<file path="src/rtl/bcs_pkg.sv">
// Package: constants, types and state codes shared by the charge supervisor
`default_nettype none
package bcs_pkg;
    localparam int AVERAGE_SLOTS_DEF     = 8;
    localparam int OVER_CHARGE_LIMIT_DEF = 8;
    localparam int DIV_BITS              = 32;

    localparam logic [3:0] REG_LOW_LEVEL  = 4'd0;
    localparam logic [3:0] REG_FULL_LEVEL = 4'd1;
    localparam logic [3:0] REG_MARGIN     = 4'd2;
    localparam logic [3:0] REG_NEAR_LEVEL = 4'd3;
    localparam logic [3:0] REG_CHG_LEVEL  = 4'd4;
    localparam logic [3:0] REG_PERIOD     = 4'd5;

    localparam int REQ_FULL   = 0;
    localparam int REQ_NEAR   = 1;
    localparam int REQ_UNPLUG = 2;
    localparam int REQ_PLUG   = 3;
    localparam int REQ_LOW    = 4;

    typedef enum logic [2:0] {
        ST_IDLE,
        ST_PREP,
        ST_SCALE,
        ST_DIVIDE,
        ST_AVERAGE,
        ST_OUTPUT
    } state_t;

    typedef struct packed {
        logic start;
        logic prep;
        logic scale;
        logic div_step;
        logic avg_step;
        logic finish;
    } cmd_t;

    typedef struct packed {
        logic regulate;
        logic div_last;
        logic avg_last;
    } stat_t;

    typedef struct packed {
        logic [11:0] low_level;
        logic [11:0] full_level;
        logic [11:0] margin;
        logic [11:0] near_level;
        logic [11:0] chg_level;
        logic [7:0]  period;
    } cfg_t;
endpackage
`default_nettype wire

</file>
<file path="src/rtl/bcs_ctrl.sv">
// Controller: sequences decision, scaling, serial divide and averaging
`default_nettype none
module bcs_ctrl
(
    input  wire              clk,
    input  wire              rst_n,
    input  wire              in_fire,
    input  wire              out_fire,
    input  bcs_pkg::stat_t   stat,
    output bcs_pkg::cmd_t    cmd,
    output logic             in_ready,
    output logic             out_valid
);
    bcs_pkg::state_t state_reg, state_next;
    logic out_valid_reg, out_valid_next;

    always_ff @(posedge clk or negedge rst_n)
    begin
        if (!rst_n)
        begin
            state_reg     <= bcs_pkg::ST_IDLE;
            out_valid_reg <= 1'b0;
        end
        else
        begin
            state_reg     <= state_next;
            out_valid_reg <= out_valid_next;
        end
    end

    always_comb
    begin
        state_next     = state_reg;
        out_valid_next = out_valid_reg;
        cmd            = '0;
        if (out_fire)
            out_valid_next = 1'b0;
        case (state_reg)
            bcs_pkg::ST_IDLE:
            begin
                if (in_fire)
                begin
                    cmd.start  = 1'b1;
                    state_next = bcs_pkg::ST_PREP;
                end
            end
            bcs_pkg::ST_PREP:
            begin
                cmd.prep   = 1'b1;
                state_next = stat.regulate ? bcs_pkg::ST_SCALE : bcs_pkg::ST_OUTPUT;
            end
            bcs_pkg::ST_SCALE:
            begin
                cmd.scale  = 1'b1;
                state_next = bcs_pkg::ST_DIVIDE;
            end
            bcs_pkg::ST_DIVIDE:
            begin
                cmd.div_step = 1'b1;
                if (stat.div_last)
                    state_next = bcs_pkg::ST_AVERAGE;
            end
            bcs_pkg::ST_AVERAGE:
            begin
                cmd.avg_step = 1'b1;
                if (stat.avg_last)
                    state_next = bcs_pkg::ST_OUTPUT;
            end
            bcs_pkg::ST_OUTPUT:
            begin
                if (!out_valid_reg || out_fire)
                begin
                    cmd.finish     = 1'b1;
                    out_valid_next = 1'b1;
                    state_next     = bcs_pkg::ST_IDLE;
                end
            end
            default: state_next = bcs_pkg::ST_IDLE;
        endcase
    end

    assign in_ready  = (state_reg == bcs_pkg::ST_IDLE);
    assign out_valid = out_valid_reg;
endmodule
`default_nettype wire

</file>
<file path="src/rtl/bcs_datapath.sv">
// Datapath: supervisor state, target duty divide, slot averaging, result word
`default_nettype none
module bcs_datapath #(
    parameter int AVERAGE_SLOTS     = bcs_pkg::AVERAGE_SLOTS_DEF,
    parameter int OVER_CHARGE_LIMIT = bcs_pkg::OVER_CHARGE_LIMIT_DEF
)
(
    input  wire             clk,
    input  wire             rst_n,
    input  bcs_pkg::cfg_t   cfg,
    input  wire  [31:0]     in_word,
    input  bcs_pkg::cmd_t   cmd,
    output bcs_pkg::stat_t  stat,
    output logic [23:0]     out_word
);
    localparam int SW = $clog2(AVERAGE_SLOTS);
    localparam int SUMW = 8 + SW + 1;
    localparam int DW = bcs_pkg::DIV_BITS;
    localparam int CW = $clog2(DW);

    logic [11:0] bat_reg, chg_reg;
    logic [6:0]  flags_reg;
    logic        charging_reg, full_reg, near_reg, alarm_reg, lowp_reg, pwm_reg;
    logic [3:0]  occ_reg;
    logic [4:0]  req_reg;
    logic [7:0]  duty_reg;
    logic [SW-1:0] idx_reg;
    logic [7:0]  slots_reg [AVERAGE_SLOTS];
    logic        inhibit_reg, shut_reg;
    logic [23:0] out_reg;
    logic [12:0] eff_reg;
    logic [19:0] prod_reg;
    logic [DW-1:0] num_reg, quo_reg;
    logic [20:0] rem_reg;
    logic [20:0] dvs_reg;
    logic [CW-1:0] cnt_reg;
    logic [SW-1:0] avg_idx_reg;
    logic [SUMW-1:0] sum_reg;

    // decision logic
    logic tick, plug, fullc, nearc, lowc, active, stalled;
    logic c_chg, c_full, c_near, c_alarm, c_lowp, c_pwm, c_inh, c_shut;
    logic [3:0] c_occ;
    logic [4:0] c_req;
    logic [7:0] c_duty;
    logic [12:0] full_sum;

    assign {stalled, active, lowc, nearc, fullc, plug, tick} = flags_reg;
    assign full_sum = {1'b0, cfg.full_level} + {1'b0, cfg.margin};

    always_comb
    begin
        c_chg = charging_reg; c_full = full_reg; c_near = near_reg;
        c_alarm = alarm_reg; c_lowp = lowp_reg; c_pwm = pwm_reg;
        c_occ = occ_reg; c_req = req_reg; c_duty = duty_reg; c_shut = 1'b0;
        c_inh = (bat_reg < cfg.low_level);
        if (!c_inh)
            c_req[bcs_pkg::REQ_LOW] = 1'b0;
        if (charging_reg)
        begin
            if (!full_reg)
            begin
                if ({1'b0, bat_reg} >= full_sum)
                begin
                    c_duty = '0;
                    if (c_occ != 4'd15)
                        c_occ = c_occ + 4'd1;
                end
                else if (bat_reg >= cfg.full_level)
                    c_req[bcs_pkg::REQ_FULL] = 1'b1;
                else if (bat_reg >= cfg.near_level)
                    c_req[bcs_pkg::REQ_NEAR] = 1'b1;
                else
                begin
                    c_req[bcs_pkg::REQ_FULL] = 1'b0;
                    c_req[bcs_pkg::REQ_NEAR] = 1'b0;
                end
                if (nearc)
                    c_near = 1'b1;
                if (fullc || c_occ >= 4'(OVER_CHARGE_LIMIT))
                begin
                    c_occ = '0; c_full = 1'b1; c_pwm = 1'b0; c_duty = '0;
                end
            end
            c_req[bcs_pkg::REQ_UNPLUG] = (chg_reg < cfg.chg_level);
            if (!plug)
            begin
                c_chg = 1'b0;
                c_req[bcs_pkg::REQ_FULL] = 1'b0;
                c_req[bcs_pkg::REQ_NEAR] = 1'b0;
                c_near = 1'b0; c_full = 1'b0; c_occ = '0; c_lowp = 1'b1;
            end
        end
        else
        begin
            if (active)
            begin
                c_req[bcs_pkg::REQ_LOW] = (bat_reg <= cfg.low_level);
                if (lowc && !lowp_reg && !stalled)
                    c_alarm = 1'b1;
            end
            c_req[bcs_pkg::REQ_PLUG] = (chg_reg >= cfg.chg_level);
            if (plug)
            begin
                c_chg = 1'b1; c_req[bcs_pkg::REQ_LOW] = 1'b0; c_alarm = 1'b0;
                c_pwm = 1'b1; c_shut = 1'b1; c_lowp = 1'b0;
            end
        end
    end

    // banded offset of battery value; bat*157/1000 by reciprocal multiply
    logic [12:0] eff_c;
    logic [39:0] b157;
    logic [11:0] b157k;
    always_comb
    begin
        b157  = 40'(bat_reg) * 40'd168577494;
        b157k = 12'(b157 >> 30);
        eff_c = {1'b0, bat_reg};
        if (bat_reg <= 12'd2752)      eff_c = eff_c + 13'd37;
        else if (bat_reg <= 12'd2964) eff_c = eff_c + 13'd27;
        else if (bat_reg <= 12'd3091) eff_c = eff_c + 13'd16;
        else if (bat_reg > 12'd3227)  eff_c = eff_c - 13'(b157k) + 13'd506;
        eff_c = eff_c + 13'd900;
        if (bat_reg >= 12'd3515)      eff_c = eff_c - 13'd600;
    end

    logic [21:0] trial;
    assign trial = {rem_reg, num_reg[DW-1]} - {1'b0, dvs_reg};

    // payload, divider and averaging registers
    logic [DW-1:0] quo_n;
    logic [20:0]   rem_n;
    always_comb
    begin
        quo_n = {quo_reg[DW-2:0], ~trial[21]};
        rem_n = trial[21] ? {rem_reg[19:0], num_reg[DW-1]} : trial[20:0];
    end

    logic [7:0] target_c;
    always_comb
    begin
        if (eff_reg == '0 || quo_n == '0 || quo_n >= DW'(cfg.period))
            target_c = '0;
        else
            target_c = cfg.period - quo_n[7:0];
    end

    logic [7:0] slot_new;
    logic [8:0] slot_sum;
    assign slot_sum = 9'(slots_reg[idx_reg]) + 9'(target_c);
    assign slot_new = slot_sum[8:1];

    logic [15:0] sum_all, up_bound, dn_bound;
    assign sum_all  = 16'(sum_reg) + 16'(slots_reg[avg_idx_reg]);
    assign up_bound = 16'(AVERAGE_SLOTS) * (16'(duty_reg) + 16'd1);
    assign dn_bound = 16'(AVERAGE_SLOTS) * 16'(duty_reg);

    logic [SW-1:0] idx_inc;
    assign idx_inc = (32'(idx_reg) + 1 >= AVERAGE_SLOTS) ? '0 : idx_reg + 1'b1;

    always_ff @(posedge clk or negedge rst_n)
    begin
        if (!rst_n)
        begin
            charging_reg <= 1'b0; full_reg <= 1'b0; near_reg <= 1'b0;
            alarm_reg <= 1'b0; lowp_reg <= 1'b0; pwm_reg <= 1'b0;
            occ_reg <= '0; req_reg <= '0; duty_reg <= '0; idx_reg <= '0;
            for (int i = 0; i < AVERAGE_SLOTS; i++)
                slots_reg[i] <= '0;
        end
        else
        begin
            if (cmd.prep)
            begin
                charging_reg <= c_chg; full_reg <= c_full; near_reg <= c_near;
                alarm_reg <= c_alarm; lowp_reg <= c_lowp; pwm_reg <= c_pwm;
                occ_reg <= c_occ; req_reg <= c_req; duty_reg <= c_duty;
                if (c_chg)
                    idx_reg <= idx_inc;
            end
            if (cmd.div_step && stat.div_last)
                slots_reg[idx_reg] <= slot_new;
            if (cmd.avg_step && stat.avg_last && tick)
            begin
                if (sum_all >= up_bound)     duty_reg <= duty_reg + 8'd1;
                else if (sum_all < dn_bound) duty_reg <= duty_reg - 8'd1;
            end
        end
    end

    always_ff @(posedge clk)
    begin
        if (cmd.start)
        begin
            bat_reg   <= in_word[11:0];
            chg_reg   <= in_word[23:12];
            flags_reg <= in_word[30:24];
        end
        if (cmd.prep)
        begin
            inhibit_reg <= c_inh;
            shut_reg    <= c_shut;
            eff_reg     <= eff_c;
            prod_reg    <= 20'(chg_reg) * 20'(cfg.period);
        end
        if (cmd.scale)
        begin
            num_reg <= DW'(27'(prod_reg) * 27'd94);
            dvs_reg <= 21'(eff_reg) * 21'd147;
            rem_reg <= '0;
            quo_reg <= '0;
            cnt_reg <= '0;
        end
        if (cmd.div_step)
        begin
            num_reg <= {num_reg[DW-2:0], 1'b0};
            quo_reg <= quo_n;
            rem_reg <= rem_n;
            cnt_reg <= cnt_reg + 1'b1;
            if (stat.div_last)
            begin
                avg_idx_reg <= '0;
                sum_reg     <= '0;
            end
        end
        if (cmd.avg_step)
        begin
            sum_reg     <= sum_reg + SUMW'(slots_reg[avg_idx_reg]);
            avg_idx_reg <= avg_idx_reg + 1'b1;
        end
        if (cmd.finish)
            out_reg <= {3'b0, req_reg, shut_reg, lowp_reg, alarm_reg, inhibit_reg,
                        near_reg, full_reg, charging_reg, pwm_reg, duty_reg};
    end

    assign stat.regulate = c_chg;
    assign stat.div_last = (cnt_reg == CW'(DW - 1));
    assign stat.avg_last = (32'(avg_idx_reg) == AVERAGE_SLOTS - 1);
    assign out_word = out_reg;
endmodule
`default_nettype wire

</file>
<file path="src/rtl/battery_charge_supervisor_unit.sv">
// Top level: battery charge supervisor with stream ports and APB registers
//  channel | dir | handshake         | payload
//  s_axis  | in  | tvalid/tready     | tdata 32b
//  m_axis  | out | tvalid/tready     | tdata 24b
//  apb     | in  | psel/penable      | 32b
// A charging word runs accept, decide, scale, 32 divider steps, one step per averaging
// slot and output; any other word runs accept, decide and output.
// Reset clears all supervisor state and the averaging slots at once.
// One word at a time; a waiting result holds in the output register and stalls
// the next word at its output step.
`default_nettype none
module battery_charge_supervisor_unit #(
    parameter int AVERAGE_SLOTS     = bcs_pkg::AVERAGE_SLOTS_DEF,
    parameter int OVER_CHARGE_LIMIT = bcs_pkg::OVER_CHARGE_LIMIT_DEF
)
(
    input  wire         clk,
    input  wire         rst_n,
    input  wire         s_axis_tvalid,
    output logic        s_axis_tready,
    // battery_sample, charger_sample, adjust_tick, plug_confirmed, full_confirmed,
    // near_full_confirmed, low_confirmed, device_active, motor_stalled, pad
    input  wire  [31:0] s_axis_tdata,
    output logic        m_axis_tvalid,
    input  wire         m_axis_tready,
    // duty_count, pwm_on, is_charging, is_full, is_near_full, power_on_inhibit,
    // low_alarm_on, low_power_allowed, shutdown_request, qualify_requests, pad
    output logic [23:0] m_axis_tdata,
    input  wire         psel,
    input  wire         penable,
    input  wire         pwrite,
    input  wire  [4:0]  paddr,
    input  wire  [31:0] pwdata,
    output logic [31:0] prdata,
    output logic        pready
);
    bcs_pkg::cfg_t  cfg_reg;
    bcs_pkg::cmd_t  cmd;
    bcs_pkg::stat_t stat;
    logic in_fire, out_fire, wr;

    assign in_fire  = s_axis_tvalid && s_axis_tready;
    assign out_fire = m_axis_tvalid && m_axis_tready;
    assign pready   = 1'b1;
    assign wr       = psel && penable && pwrite;

    always_ff @(posedge clk or negedge rst_n)
    begin
        if (!rst_n)
        begin
            cfg_reg.low_level  <= 12'd2600;
            cfg_reg.full_level <= 12'd3500;
            cfg_reg.margin     <= 12'd40;
            cfg_reg.near_level <= 12'd3400;
            cfg_reg.chg_level  <= 12'd1000;
            cfg_reg.period     <= 8'd255;
        end
        else if (wr)
        begin
            case ({1'b0, paddr[4:2]})
                bcs_pkg::REG_LOW_LEVEL:  cfg_reg.low_level  <= pwdata[11:0];
                bcs_pkg::REG_FULL_LEVEL: cfg_reg.full_level <= pwdata[11:0];
                bcs_pkg::REG_MARGIN:     cfg_reg.margin     <= pwdata[11:0];
                bcs_pkg::REG_NEAR_LEVEL: cfg_reg.near_level <= pwdata[11:0];
                bcs_pkg::REG_CHG_LEVEL:  cfg_reg.chg_level  <= pwdata[11:0];
                bcs_pkg::REG_PERIOD:     cfg_reg.period     <= pwdata[7:0];
                default: ;
            endcase
        end
    end

    always_comb
    begin
        case ({1'b0, paddr[4:2]})
            bcs_pkg::REG_LOW_LEVEL:  prdata = {20'd0, cfg_reg.low_level};
            bcs_pkg::REG_FULL_LEVEL: prdata = {20'd0, cfg_reg.full_level};
            bcs_pkg::REG_MARGIN:     prdata = {20'd0, cfg_reg.margin};
            bcs_pkg::REG_NEAR_LEVEL: prdata = {20'd0, cfg_reg.near_level};
            bcs_pkg::REG_CHG_LEVEL:  prdata = {20'd0, cfg_reg.chg_level};
            bcs_pkg::REG_PERIOD:     prdata = {24'd0, cfg_reg.period};
            default:                 prdata = '0;
        endcase
    end

    bcs_ctrl u_ctrl (
        .clk(clk), .rst_n(rst_n), .in_fire(in_fire), .out_fire(out_fire),
        .stat(stat), .cmd(cmd), .in_ready(s_axis_tready), .out_valid(m_axis_tvalid)
    );

    bcs_datapath #(
        .AVERAGE_SLOTS(AVERAGE_SLOTS), .OVER_CHARGE_LIMIT(OVER_CHARGE_LIMIT)
    ) u_dp (
        .clk(clk), .rst_n(rst_n), .cfg(cfg_reg), .in_word(s_axis_tdata),
        .cmd(cmd), .stat(stat), .out_word(m_axis_tdata)
    );

    a_one_cmd: assert property (@(posedge clk) disable iff (!rst_n)
        $onehot0(cmd)) else $error("several commands at once");
    a_finish_valid: assert property (@(posedge clk) disable iff (!rst_n)
        cmd.finish |=> m_axis_tvalid) else $error("result lost");
    a_start_ready: assert property (@(posedge clk) disable iff (!rst_n)
        cmd.start |=> !s_axis_tready) else $error("accepted while busy");
endmodule
`default_nettype wire

</file>
<file path="config.mk">
export PLATFORM = sky130hd
export DESIGN_NAME = battery_charge_supervisor_unit
export DESIGN_NICKNAME = d
export VERILOG_FILES = /design/src/rtl/bcs_pkg.sv /design/src/rtl/bcs_ctrl.sv /design/src/rtl/bcs_datapath.sv /design/src/rtl/battery_charge_supervisor_unit.sv
export SDC_FILE = /design/constraint.sdc
export NUM_CORES = 2
export LEC_CHECK = 0
export ABC_AREA = 0
export BUFFER_PORTS_ARGS = -buffer_cell sky130_fd_sc_hd__buf_2
export CELL_PAD_IN_SITES_DETAIL_PLACEMENT = 0
export CELL_PAD_IN_SITES_GLOBAL_PLACEMENT = 1
export CORE_ASPECT_RATIO = 2
export CORE_MARGIN = 4
export CORE_UTILIZATION = 51
export DETAILED_ROUTE_END_ITERATION = 10
export PLACE_DENSITY_LB_ADDON = 0.1
export SYNTH_ARGS = -nofsm -noshare
export SYNTH_HDL_FRONTEND = slang
export SYNTH_SLANG_ARGS = --single-unit
</file>
<file path="constraint.sdc">
create_clock -name clk -period 10.5 [get_ports clk]
set_input_delay 0.525 -clock clk [delete_from_list [all_inputs] [get_ports clk]]
set_output_delay 0.525 -clock clk [all_outputs]
set_load 0.02 [all_outputs]
</file>
==> flow_summary.ini <==
[status]
status = complete, no violations

[die]
fp.dieW_um = 190
io_pins = 135
core_sq_um = 65600
dieArea_sq_um = 70400
rows = 133
fp.dieH_um = 371
initial_utilization_pct = 51.3

[cts]
cts_buffer_depth = 3
cts_tree = built
clk_pin_slew_worst_paths_ns = 0.06
cts_made_buffers = 39
post_cts_resized = 0
cts_sinks = 373
htreeDepth = 2
root_buffer = clkbuf_16
insertion_delay_ns = 0.60
postCtsHoldBufs = 0
post-cts-setup-buffer-count = 0

[yosys]
muxShareOfSynthArea_pct = 5.81
synth_area_sq_um = 33600
synthesis.instances = 3294
synth_top_area_cell = edfxtp_1
synth_edf_count = 211
ys_ff_latch = 373
yosysUniqueCellTypes = 103
yosysMostFrequentCell = inv_1
synthAdderAreaFrac_pct = 29.5
synth_top_area_share_pct = 18.8
synth_top_family_by_area = adder cells
synth_simple_gate_area_share_pct = 11.0
yosys_warnings = 0
synthFlopType = edfxtp_1
synthTopCellsByCount = inv_1 (477), ha_1 (461), nand2_1 (233)
syn_avg_cell_area_sq_um = 10.2
synth-xor-area-share_pct = 3.51
synth_compound_area_share_pct = 12.3
async_reset_ff_share_pct = 43.4
yosysSeqAreaShare_pct = 31.0
synth.area.top_cells = edfxtp_1 (19%), ha_1 (17%), fa_1 (12%), dfrtp_1 (9.7%), inv_1 (5.3%)

[route]
drtAntennaViolNets = 0
wl_per_cell_um = 21.3
wl_met2_um = 51900
routed-wl-met3_um = 2360
wl_met1_um = 30300
routed_wl_um = 91500
via_count = 24468
detail_route.first_pass.iterations = 5
dr.first_iter.drc_count = 1172
routed.top_layer = met4
drc = 0
vias_per_cell = 5.70

[final_layout]
final_area_sq_um = 36500
layout.nets = 4131
n_antenna_cell = 0
largest_reg_flops = 68
syn2layout_area_growth_pct = 8.47
final_layout_size_suffix_gt1_share_pct = 12.2

[timing]
fin_ws_ns = 0.976
hold_viol_final = 0
maxSlewHeadroom_pct = 22.3
skew_ns = 0.0337
maxSlewViolCount = 0
max_clock_freq_ghz = 0.105
whs_ns = 0.0339
worst_pin_slew_ns = 1.16
tns_ns = 0
period_share_pct = 90.7
setup_viol = 0
rsz0062_at_grt = no
layout_min_cycle_time_ns = 9.52

[setup_path]
crit_buf_inv = 6
path_max_fanout = 10
path_delay_family = adder cells
critical-path-max-stage-delay_ns = 0.65
r2r-start = u_dp.bat_reg[10]
rr_endpoint = u_dp.eff_reg[12]
crit_type = reg2reg
slowest_stage = edfxtp_1
endpoint_kind = flip-flop
crit_path_start_kind = flip-flop
critPathRequiredTime_ns = 10.85
cp.arrival_ns = 9.87
reg2reg_depth = 34
r2r_setup_slack_ns = 0.98

[job]
maxCapViolations = 0

[grt]
gr-total-overflow = 0
grt_start_max_net_pins = 99
antenna_found_initial = 1
grt_pass1_vias = 26350
grt.total_usage_pct = 26.2
grt_pass1_wl_um = 144000

[placed_design]
dp_slack_ns = 1.01
io_buffers = 87
dp_hpwl_um = 74500
place_area_sq_um = 35100
place.gp.congestion = 0.988

[min_path]
hp-class = in2async
## layout make-up
type	count	area [sq um]
fill	5966	29100
timing repair buffer	129	757
inverter	481	1810
sequential	373	10400
clock inverter	17	251
tap	877	1100
clock buffer	55	1120
multi-input combinational	2363	21000
## how the worst max path moves through the flow
stage,start,endpoint,slack (ns),depth (start not counted)
finish,u_dp.bat_reg[10],u_dp.eff_reg[12],0.98,34
detailed placement,u_dp.bat_reg[10],u_dp.eff_reg[12],1.01,34
global placement,u_dp.bat_reg[10],u_dp.eff_reg[12],1.00,34
floorplan,u_dp.bat_reg[9],u_dp.eff_reg[11],2.00,34
CTS,u_dp.bat_reg[10],u_dp.eff_reg[12],0.97,34
global route,u_dp.bat_reg[10],u_dp.eff_reg[11],0.47,35
## logic make-up after synthesis
logic type | Yosys count
AOI/OAI and AO/OA | 625
xor gates and xnor gates | 134
adders and majority gates | 668
buffers and inverters | 580
DFF | 373
muxes | 158
other | 2
and+or+nand+nor | 754
## per-layer routing
metal	up-vias	GRT usage [%]
met4	0	16.6
met3	270	2.33
met2	557	52.8
li1	11556	-
met1	12085	24.6
met5	-	0
## layout by cell type, fill, tap and decap left out, types with 9 or more instances in the layout
cell type and instances:
o21ai_0 127, a21o_1 53, dfrtp_1 130, nor4_1 13, nor3_1 37, o21bai_1 25, mux2_2 101, nor2_1 165
mux4_2 19, clkbuf_1 9, buf_4 42, fa_1 207, o22ai_1 15, a211o_1 10, mux2i_1 36, a31oi_1 28
inv_1 476, o211ai_1 13, nand2_1 232, a21oi_1 186, o221ai_1 10, nor2b_1 22, conb_1 24, dfstp_2 32
and3_1 53, edfxtp_1 211, ha_1 461, xor2_1 41, clkbuf_16 40, or2_2 12, a211oi_1 12, o31ai_1 10
o21a_1 33, xnor2_1 91, nand4_1 11, nand2b_1 33, and2_1 66, buf_2 86, or3_1 10, nand3_1 48
## metrics by stage
step | std cells | util (%)
2_1_floorplan | 3316 | -
3_3_place_gp | 4223 | 53.6
3_5_place_dp | 4223 | 53.6
4_1_cts | 4295 | 55.7
5_1_grt | 4295 | 55.7
6_report | 4295 | 55.7
Power is left out: the tool's default activity adds up to more than one toggle a clock period on the data nets, which glitch-free logic cannot reach.
